**src/rtl/u8vc_pkg.sv**
```systemverilog
// Shared types, constants and code point classification for the UTF-8 visible character counter.
package u8vc_pkg;

    localparam int unsigned COUNT_WIDTH_DEFAULT = 32;
    localparam int unsigned RESULT_WIDTH        = 32;
    localparam int unsigned BYTE_WIDTH          = 8;
    localparam int unsigned CP_WIDTH            = 21;

    // Code point limits
    localparam logic [CP_WIDTH-1:0] CP_MAX         = 21'h10FFFF;
    localparam logic [CP_WIDTH-1:0] SURROGATE_LO   = 21'h00D800;
    localparam logic [CP_WIDTH-1:0] SURROGATE_HI   = 21'h00DFFF;
    localparam logic [CP_WIDTH-1:0] REGIONAL_LO    = 21'h01F1E6;
    localparam logic [CP_WIDTH-1:0] REGIONAL_HI    = 21'h01F1FF;
    localparam logic [CP_WIDTH-1:0] MIN_CP_TWO     = 21'h000080;
    localparam logic [CP_WIDTH-1:0] MIN_CP_THREE   = 21'h000800;
    localparam logic [CP_WIDTH-1:0] MIN_CP_FOUR    = 21'h010000;

    // Sequence length classes
    localparam logic [1:0] SEQ_NONE  = 2'd0;
    localparam logic [1:0] SEQ_TWO   = 2'd1;
    localparam logic [1:0] SEQ_THREE = 2'd2;
    localparam logic [1:0] SEQ_FOUR  = 2'd3;

    // Decoder state carried between bytes
    typedef struct packed {
        logic [1:0]          expected;
        logic [CP_WIDTH-1:0] partial;
        logic [1:0]          len_class;
    } u8vc_dec_state_t;

    // Completed code point from one byte
    typedef struct packed {
        logic                take;
        logic [CP_WIDTH-1:0] cp;
    } u8vc_cp_t;

    // Combining marks, variation selectors, ZWJ and ZWNJ
    function automatic logic is_non_spacing(input logic [CP_WIDTH-1:0] cp);
        return cp inside {[21'h000300 : 21'h00036F], [21'h001AB0 : 21'h001AFF],
                          [21'h001DC0 : 21'h001DFF], [21'h0020D0 : 21'h0020FF],
                          [21'h00FE20 : 21'h00FE2F], [21'h00FE00 : 21'h00FE0F],
                          [21'h0E0100 : 21'h0E01EF], 21'h00200D, 21'h00200C};
    endfunction

    function automatic logic is_regional(input logic [CP_WIDTH-1:0] cp);
        return (cp >= REGIONAL_LO) && (cp <= REGIONAL_HI);
    endfunction

endpackage

```
**src/rtl/u8vc_decode.sv**
```systemverilog
// One-byte UTF-8 decode step: next decoder state and any completed, well-formed code point.
module u8vc_decode
(
    input  logic [7:0]                 text_byte,
    input  u8vc_pkg::u8vc_dec_state_t  state,
    output u8vc_pkg::u8vc_dec_state_t  state_next,
    output u8vc_pkg::u8vc_cp_t         cp_out
);
    import u8vc_pkg::*;

    logic                is_cont;
    logic [CP_WIDTH-1:0] shifted;
    logic [1:0]          exp_dec;
    logic [CP_WIDTH-1:0] min_cp;
    logic                cp_ok;

    // Gather continuation bits and check the finished value
    always_comb
    begin
        is_cont = (text_byte[7:6] == 2'b10);
        shifted = {state.partial[CP_WIDTH-7:0], text_byte[5:0]};
        exp_dec = state.expected - 2'd1;
        case (state.len_class)
            SEQ_TWO:   min_cp = MIN_CP_TWO;
            SEQ_THREE: min_cp = MIN_CP_THREE;
            default:   min_cp = MIN_CP_FOUR;
        endcase
        cp_ok = (shifted >= min_cp) && (shifted <= CP_MAX)
                && !((shifted >= SURROGATE_LO) && (shifted <= SURROGATE_HI));
    end

    // Advance the sequence, or restart on a lead byte
    always_comb
    begin
        state_next  = state;
        cp_out.take = 1'b0;
        cp_out.cp   = shifted;
        if ((state.expected != 2'd0) && is_cont)
        begin
            if (exp_dec == 2'd0)
            begin
                state_next  = '0;
                cp_out.take = cp_ok;
            end
            else
            begin
                state_next.expected = exp_dec;
                state_next.partial  = shifted;
            end
        end
        else
        begin
            // drop any broken sequence and decode this byte as a lead
            state_next = '0;
            if (text_byte[7] == 1'b0)
            begin
                cp_out.take = 1'b1;
                cp_out.cp   = {{(CP_WIDTH-8){1'b0}}, text_byte};
            end
            else if (text_byte[7:5] == 3'b110)
            begin
                state_next.expected  = 2'd1;
                state_next.len_class = SEQ_TWO;
                state_next.partial   = {{(CP_WIDTH-5){1'b0}}, text_byte[4:0]};
            end
            else if (text_byte[7:4] == 4'b1110)
            begin
                state_next.expected  = 2'd2;
                state_next.len_class = SEQ_THREE;
                state_next.partial   = {{(CP_WIDTH-4){1'b0}}, text_byte[3:0]};
            end
            else if (text_byte[7:3] == 5'b11110)
            begin
                state_next.expected  = 2'd3;
                state_next.len_class = SEQ_FOUR;
                state_next.partial   = {{(CP_WIDTH-3){1'b0}}, text_byte[2:0]};
            end
        end
    end

endmodule

```
**src/rtl/utf8_visible_char_counter_core.sv**
```systemverilog
// Top level: UTF-8 visible character counter on a byte stream.
// Path: the request with tlast is taken into the input register, then the decode step loads
// the result register that drives the count on the master side. Throughput: one byte per
// cycle but for the stall below; the decode step and count update are a single register stage.
// A finished count waiting on the master side stalls the input only when a further tlast arrives.
// Reset: rst_n clears all valid flags, decoder state, pairing flag and the running count.
module utf8_visible_char_counter_core
#(
    parameter int unsigned COUNT_WIDTH = u8vc_pkg::COUNT_WIDTH_DEFAULT
)
(
    input  logic        clk,
    input  logic        rst_n,
    input  logic        s_axis_tvalid,
    output logic        s_axis_tready,
    input  logic [7:0]  s_axis_tdata,   // [7:0] text_byte
    input  logic        s_axis_tlast,   // end_of_buffer
    output logic        m_axis_tvalid,
    input  logic        m_axis_tready,
    output logic [31:0] m_axis_tdata    // [31:0] visible_count
);
    import u8vc_pkg::*;

    logic                   in_valid_reg;
    logic [BYTE_WIDTH-1:0]  in_byte_reg;
    logic                   in_last_reg;
    u8vc_dec_state_t        dec_state_reg;
    u8vc_dec_state_t        dec_state_next;
    u8vc_cp_t               cp_event;
    logic                   flag_reg;
    logic                   flag_next;
    logic [COUNT_WIDTH-1:0] count_reg;
    logic [COUNT_WIDTH-1:0] count_next;
    logic [RESULT_WIDTH-1:0] count_clamped;
    logic                   out_valid_reg;
    logic [RESULT_WIDTH-1:0] out_data_reg;
    logic                   step_fire;
    logic                   bump;

    // Process the held request unless it would overwrite an untaken result
    assign step_fire     = in_valid_reg && (!in_last_reg || !out_valid_reg || m_axis_tready);
    assign s_axis_tready = !in_valid_reg || step_fire;
    assign m_axis_tvalid = out_valid_reg;
    assign m_axis_tdata  = out_data_reg;

    u8vc_decode u_decode
    (
        .text_byte  (in_byte_reg),
        .state      (dec_state_reg),
        .state_next (dec_state_next),
        .cp_out     (cp_event)
    );

    // Classify the code point and update pairing flag and count
    always_comb
    begin
        flag_next = flag_reg;
        bump      = 1'b0;
        if (cp_event.take && !is_non_spacing(cp_event.cp))
        begin
            if (is_regional(cp_event.cp))
            begin
                flag_next = !flag_reg;
                bump      = !flag_reg;
            end
            else
            begin
                flag_next = 1'b0;
                bump      = 1'b1;
            end
        end
        count_next = (bump && (count_reg != '1)) ? count_reg + COUNT_WIDTH'(1) : count_reg;
    end

    // Clamp the count to the result field
    generate
        if (COUNT_WIDTH > RESULT_WIDTH)
        begin : g_clamp_wide
            assign count_clamped = (|count_next[COUNT_WIDTH-1:RESULT_WIDTH]) ? '1
                                   : count_next[RESULT_WIDTH-1:0];
        end
        else if (COUNT_WIDTH == RESULT_WIDTH)
        begin : g_clamp_equal
            assign count_clamped = count_next;
        end
        else
        begin : g_clamp_narrow
            assign count_clamped = {{(RESULT_WIDTH-COUNT_WIDTH){1'b0}}, count_next};
        end
    endgenerate

    // Hold the input request
    always_ff @(posedge clk or negedge rst_n)
    begin
        if (!rst_n)
        begin
            in_valid_reg <= 1'b0;
            in_last_reg  <= 1'b0;
        end
        else if (s_axis_tready)
        begin
            in_valid_reg <= s_axis_tvalid;
            in_last_reg  <= s_axis_tlast;
        end
    end

    always_ff @(posedge clk)
    begin
        if (s_axis_tready && s_axis_tvalid)
        begin
            in_byte_reg <= s_axis_tdata;
        end
    end

    // Advance decoder state and count; clear after the last byte
    always_ff @(posedge clk or negedge rst_n)
    begin
        if (!rst_n)
        begin
            dec_state_reg <= '0;
            flag_reg      <= 1'b0;
            count_reg     <= '0;
        end
        else if (step_fire)
        begin
            if (in_last_reg)
            begin
                dec_state_reg <= '0;
                flag_reg      <= 1'b0;
                count_reg     <= '0;
            end
            else
            begin
                dec_state_reg <= dec_state_next;
                flag_reg      <= flag_next;
                count_reg     <= count_next;
            end
        end
    end

    // Load the result register on the last byte, drop it once taken
    always_ff @(posedge clk or negedge rst_n)
    begin
        if (!rst_n)
        begin
            out_valid_reg <= 1'b0;
        end
        else if (step_fire && in_last_reg)
        begin
            out_valid_reg <= 1'b1;
        end
        else if (m_axis_tready)
        begin
            out_valid_reg <= 1'b0;
        end
    end

    always_ff @(posedge clk)
    begin
        if (step_fire && in_last_reg)
        begin
            out_data_reg <= count_clamped;
        end
    end

endmodule

```
**config.mk**
```make
export PLATFORM = sky130hd
export DESIGN_NAME = utf8_visible_char_counter_core
export DESIGN_NICKNAME = d
export VERILOG_FILES = /design/src/rtl/u8vc_pkg.sv /design/src/rtl/u8vc_decode.sv /design/src/rtl/utf8_visible_char_counter_core.sv
export SDC_FILE = /design/constraint.sdc
export NUM_CORES = 1
export LEC_CHECK = 0
export BUFFER_PORTS_ARGS = -buffer_cell sky130_fd_sc_hd__buf_2
export CAP_MARGIN = 15
export CORE_ASPECT_RATIO = 0.6
export CORE_MARGIN = 2
export CORE_UTILIZATION = 55
export DETAILED_ROUTE_END_ITERATION = 8
export GPL_TIMING_DRIVEN = 0
export PLACE_DENSITY = 0.85
export SETUP_SLACK_MARGIN = 0.2
export SLEW_MARGIN = 20
export SYNTH_ARGS = -nofsm -noshare
export SYNTH_HDL_FRONTEND = slang
export SYNTH_SLANG_ARGS = --single-unit
```
**constraint.sdc**
```tcl
create_clock -name clk -period 5.9 [get_ports clk]
set_input_delay 0.295 -clock clk [delete_from_list [all_inputs] [get_ports clk]]
set_output_delay 0.295 -clock clk [all_outputs]
set_load 0.02 [all_outputs]
```
Yosys cells after proc, flatten, opt, wreduce, memory -nomap -nowiden
Index checks and enable logic that the tools add are counted.

operators by class
  $add $sub $neg = 2
  magnitude comparators = 20
  equality and inequality tests = 10
  muxes and demuxes = 22
  reduce and logical (&&, ||, !) cells = 33

operator list
  kind                                                                                    count
  25-bit 2-to-1 mux                                                                       6
  32-bit 2-to-1 mux                                                                       2
  21-bit by 16-bit greater-or-equal comparator with 1-bit output (second input constant)  3
  21-bit by 16-bit <= comparator with 1-bit output (second input constant)                3
  21-bit by 14-bit == test with 1-bit output (second input constant)                      2
  21-bit by 13-bit greater-or-equal comparator with 1-bit output (second input constant)  2
  21-bit by 13-bit <= comparator with 1-bit output (second input constant)                2
  17-bit one-hot mux with 2 select lines                                                  1
  32-bit by 1-bit adder with 32-bit output (second input constant)                        1
  32-bit != test (second input constant)                                                  1
  23-bit 2-to-1 mux                                                                       1
  22-bit 2-to-1 mux                                                                       1
  21-bit by 10-bit greater-or-equal comparator with 1-bit output (second input constant)  1
  21-bit by 14-bit greater-or-equal comparator with 1-bit output (second input constant)  1
  21-bit by 17-bit greater-or-equal comparator with 1-bit output                          1
  21-bit by 17-bit greater-or-equal comparator with 1-bit output (second input constant)  1
  21-bit by 20-bit greater-or-equal comparator with 1-bit output (second input constant)  1
  21-bit by 10-bit <= comparator with 1-bit output (second input constant)                1
  21-bit by 14-bit <= comparator with 1-bit output (second input constant)                1
  21-bit by 17-bit <= comparator with 1-bit output (second input constant)                1
  21-bit by 20-bit <= comparator with 1-bit output (second input constant)                1
  21-bit <= comparator (second input constant)                                            1
  21-bit 2-to-1 mux                                                                       1
  1-bit logical AND                                                                       17
  15 further kinds                                                                        34

storage, ports and cells
  flip-flop bits (word level) = 95
  output and inout bits = 34

Logic depth before layout (Yosys ltp)
  word-level depth = 12
  depth in mapped cells = 15
  depth with buffers taken out = 12

By module
From an unflattened synthesis, not the netlist that was laid out.

unflattened totals
  cells, all modules = 614
  area, all modules = 5933.2 um2

by module, submodules not included
  module                          instances  cells an instance  area each (um2)  seq. area each (um2)
  utf8_visible_char_counter_core  1          520                5306.3           2727.6
  u8vc_decode                     1          94                 626.9            0.0

Worst setup path after synthesis
No wires, ideal clock.

  path kind = register to register
  start = reg dec_state_reg[0] (netlist bit)
  end = reg out_data_reg[2] (netlist: m_axis_tdata[2]), data pin
  arrival time = 2499 ps
  slack = 3141 ps
  cell stages (with the launch flop) = 16
  buffers on the path = 3
  path through = dfrtp_1 inv_1 ha_1 inv_1 ha_1 nor4bb_1 and4_1 o32ai_1 a211oi_1 and2_1 buf_2 and2_4 buf_6 buf_4 nand2_1 xnor2_1

between the ends
  word-level cells in the longest chain between the ends = 11
  elaborated cells on any way between the ends = 12
  those cells by class = 1 x order compare; 2 x eq/ne; 5 x mux; 4 x reduce/logical

ends and longest elaborated chain
  element                                                                           line                                   RTL
  from (decl)                                                                       utf8_visible_char_counter_core.sv:27   u8vc_dec_state_t dec_state_reg;
  from (signal assigned)                                                            utf8_visible_char_counter_core.sv:134  dec_state_reg <= dec_state_next;
  2-bit == test / 2-bit by 1-bit == test with 1-bit output (equally long branches)  u8vc_decode.sv:23                      case (state.len_class)
  17-bit one-hot mux with 2 select lines (*)                                        u8vc_decode.sv:23
  21-bit by 17-bit greater-or-equal comparator with 1-bit output (*)                u8vc_decode.sv:28                      cp_ok = (shifted >= min_cp) && (shifted <= CP_MAX)
  1-bit logical AND (*)                                                             u8vc_decode.sv:28
  1-bit logical AND (*)                                                             u8vc_decode.sv:29                      && !((shifted >= SURROGATE_LO) && (shifted <= SURROGATE_HI));
  1-bit 2-to-1 mux (*)                                                              u8vc_decode.sv:40                      if (exp_dec == 2'd0)
  1-bit 2-to-1 mux (*)                                                              u8vc_decode.sv:38                      if ((state.expected != 2'd0) && is_cont)
  1-bit logical AND (*)                                                             utf8_visible_char_counter_core.sv:59   if (cp_event.take && !is_non_spacing(cp_event.cp))
  1-bit 2-to-1 mux (*)                                                              utf8_visible_char_counter_core.sv:59
  1-bit logical AND (*)                                                             utf8_visible_char_counter_core.sv:72   count_next = (bump && (count_reg != '1)) ? count_reg + COUNT_WIDTH'(1) : count_reg;
  32-bit 2-to-1 mux (*)                                                             utf8_visible_char_counter_core.sv:72
  net count_clamped[2]                                                              utf8_visible_char_counter_core.sv:34   logic [RESULT_WIDTH-1:0] count_clamped;
  to (signal assigned)                                                              utf8_visible_char_counter_core.sv:162  out_data_reg <= count_clamped;
  to (decl)                                                                         utf8_visible_char_counter_core.sv:36   logic [RESULT_WIDTH-1:0] out_data_reg;

The timed path passes the listed nets; every way through them passes the cells marked *.
A chain may end at the register's enable or synchronous reset.

Worst setup path after layout
  start = reg dec_state_reg[0] (netlist bit)
  end = reg count_reg[31]

between the ends
  word-level cells in the longest chain between the ends = 12
  elaborated cells on any way between the ends = 13
  those cells by class = 1 x order compare; 2 x eq/ne; 6 x mux; 4 x reduce/logical

ends and longest elaborated chain
  element                                                                           line                                   RTL
  2-bit == test / 2-bit by 1-bit == test with 1-bit output (equally long branches)  u8vc_decode.sv:23
  17-bit one-hot mux with 2 select lines (*)                                        u8vc_decode.sv:23
  21-bit by 17-bit greater-or-equal comparator with 1-bit output (*)                u8vc_decode.sv:28
  1-bit logical AND (*)                                                             u8vc_decode.sv:28
  1-bit logical AND (*)                                                             u8vc_decode.sv:29
  1-bit 2-to-1 mux (*)                                                              u8vc_decode.sv:40
  1-bit 2-to-1 mux (*)                                                              u8vc_decode.sv:38
  1-bit logical AND (*)                                                             utf8_visible_char_counter_core.sv:59
  1-bit 2-to-1 mux (*)                                                              utf8_visible_char_counter_core.sv:59
  1-bit logical AND (*)                                                             utf8_visible_char_counter_core.sv:72
  32-bit 2-to-1 mux (*)                                                             utf8_visible_char_counter_core.sv:72
  32-bit 2-to-1 mux (*)                                                             utf8_visible_char_counter_core.sv:126  if (in_last_reg)
  to (signal assigned)                                                              utf8_visible_char_counter_core.sv:136  count_reg <= count_next;
  to (decl)                                                                         utf8_visible_char_counter_core.sv:32   logic [COUNT_WIDTH-1:0] count_reg;

Every way passes the cells marked *; elsewhere a longest branch is shown, timed or not.

==> flow_summary.toml <==
[detailed_routing]
remaining_drc_errors = 0
ant_nets = 0
post_drt_wl_per_cell_um = 18.7
vias_per_cell = 6.35
dr.pass1.iters = 5
drt_iter0_markers = 488
via_count = 4640
wl_um = 13700

[cts]
clock_sink_count = 95
cts_tree = "yes"
clockRootBuffer = "clkbuf_16"
clk_path_buf_depth = 2
ctsHoldBuffers = 0
htreeDepth = 3
cts_resized = 0
clk_pin_slew_ps = 70
clock_latency_ps = 350
cts_buffers = 9
cts_setup_buffers = 0

[yosys]
synth_seq_cells = 95
ys_warn_count = 0
synth_area_leaders = "dfrtp_1, edfxtp_1, nand2_1, xor2_1, nor2_1"
synthTopCellsByCount = "nand2_1, dfrtp_1, edfxtp_1"
netlist_area_um2 = 5330
synth.largest_area_cell = "dfrtp_1"
synth_cells = 538
synth_top_area_frac = 0.258
synth_area_per_cell_um2 = 9.90
ys.flop_type = "dfrtp_1"
ys_types = 72
ys_seq_area_frac = 0.484
syn_nets = 559
async_flop_share = 0.579
yosysMostFrequentCell = "nand2_1"
synth_edf_count = 40

[critical_path]
path_buf_inv = 2
worstSetupEndpointType = "flop"
crit_fanout = 10
slowest_stage = "nor3_1"
crit_start = "dec_state_reg[0]"
required_ps = 6130
path_cells = "inv_1 > ha_1 > inv_1 > ha_1 > nor4bb_1 > and4_1 > o32ai_1 > a211oi_1 > nand4_1 > nor3_1 > nor2_1 > a221o_1"
critPathArrivalTime_ps = 3770
r2r-start = "dec_state_reg[0]"
crit_path_start_kind = "flop"
critPathMaxStageDelay_ps = 610
crit_family = "simple AND/OR/NAND/NOR gates"
path_class = "flop to flop"

[min_path]
worstHoldPathType = "input pin to async pin"

[global_route]
first_global_vias = 4280
grt_antenna_before_repair = 0
grt_usage = 0.276
grt-ovfl-total = 0
grt_max_degree = 56
grt_pass1_wl_um = 22000

[finish]
postLayoutCellArea_um2 = 6020
postLayoutCoreUtil = 0.648
num-fill-cells = 747
antenna_cells = 0
drive_gt1_frac = 0.151
nNetsFinal = 617
area_growth_pct = 13.1

[placed_design]
hpwl_um = 9730
gp_routability_congestion = 0.913
place_area_um2 = 5760
io_buffers = 46

[timing]
hold_violations = 5
grt_setup_unrepaired = "no"
fmax_mhz = 283
slew_headroom = 0.498
setup-tns-final_ps = 0
period_share = 0.599
finalClockSkew_ps = 7.38
setup_violations = 0
hold_ws_ps = -7.84
report.final.slew_viol_count = 0
worstMarginPinSlew_ps = 747
fin_crit_ps = 3540

[power_and_ir_drop]
power_w = 0.00158
leakagePower_nw = 2.55
ir_drop_mv = 0.176
p_per_area_nw_per_um2 = 263

[die]
placementRows = 27
die_h_um = 80.2
dieArea_um2 = 10500
core-area_um2 = 9290
die_w_um = 131
ios = 47
initial_core_util = 0.573

[status]
status = "complete, but fails checks"
violations = "negative hold slack"

[run]
max_cap_violations = 0
[report_power, final]
group          leakage (nW)  switching [W]  internal, W
Clock                 0.116       0.000245     0.000283
Combinational          1.30       0.000173    0.0000946
Sequential             1.14      0.0000427     0.000746
Total                  2.55       0.000461      0.00112
[cells in the final DEF (no fill, tap or decap), types with 14 or more instances in the layout]
cell       n
dfrtp_1   55
nor2_1    35
nand4_1   17
o21ai_0   14
inv_1     18
edfxtp_1  40
nand3_1   16
clkbuf_1  23
buf_2     51
nand2_1   76
xor2_1    18
nor3_1    23
[kinds of logic after synthesis]
group                      share of synthesized area
AOI/OAI and AO/OA                              0.131
and+or+nand+nor                                0.253
buffers and inverters                         0.0451
xor gates and xnor gates                      0.0510
DFF                                            0.484
muxes                                         0.0169
adders and majority gates                     0.0188
[stage by stage]
stage	std cells	setup WS (ps)	hold slack [ps]
detailed placement	715	2480	410
CTS	731	2470	41.1
finish	731	2360	-7.84
global route	731	2180	59.4
floorplan	538	3140	-0.591
global placement	714	2340	473
[area by class of cell]
| class | instances | area [um^2] | area share |
|---|---|---|---|
| plain buffers | 36 | 173 | 0.0287 |
| clock buffers | 10 | 229 | 0.0380 |
| clock inverters | 6 | 37.5 | 0.00623 |
| inverters | 18 | 67.6 | 0.0112 |
| multi-input cells | 389 | 2520 | 0.418 |
| flip-flops and latches | 95 | 2580 | 0.428 |
| well taps | 130 | 163 | 0.0270 |
| repair buffers | 47 | 260 | 0.0432 |
[path summary, 6_finish.rpt]
kind                                     end  slack (ps)  depth (start not counted)
max                            count_reg[31]        2360                         12
min                         dec_state_reg[2]          -8                          1
max reg2reg                    count_reg[31]        2360                         12
min reg2reg                         flag_reg         500                          2
max in group asynchronous  dec_state_reg[16]        5390                          1
min in group clk              in_byte_reg[1]         120                          1
[routing by layer]
metal | vias up | share of wire | track usage
met5 | - | 0 | 0
met4 | 0 | 0.012 | 0.0691
met3 | 21 | 0.10 | 0.0779
met2 | 272 | 0.43 | 0.378
met1 | 2260 | 0.46 | 0.425
li1 | 2087 | - | -
Power figures use the tool's default switching activity.
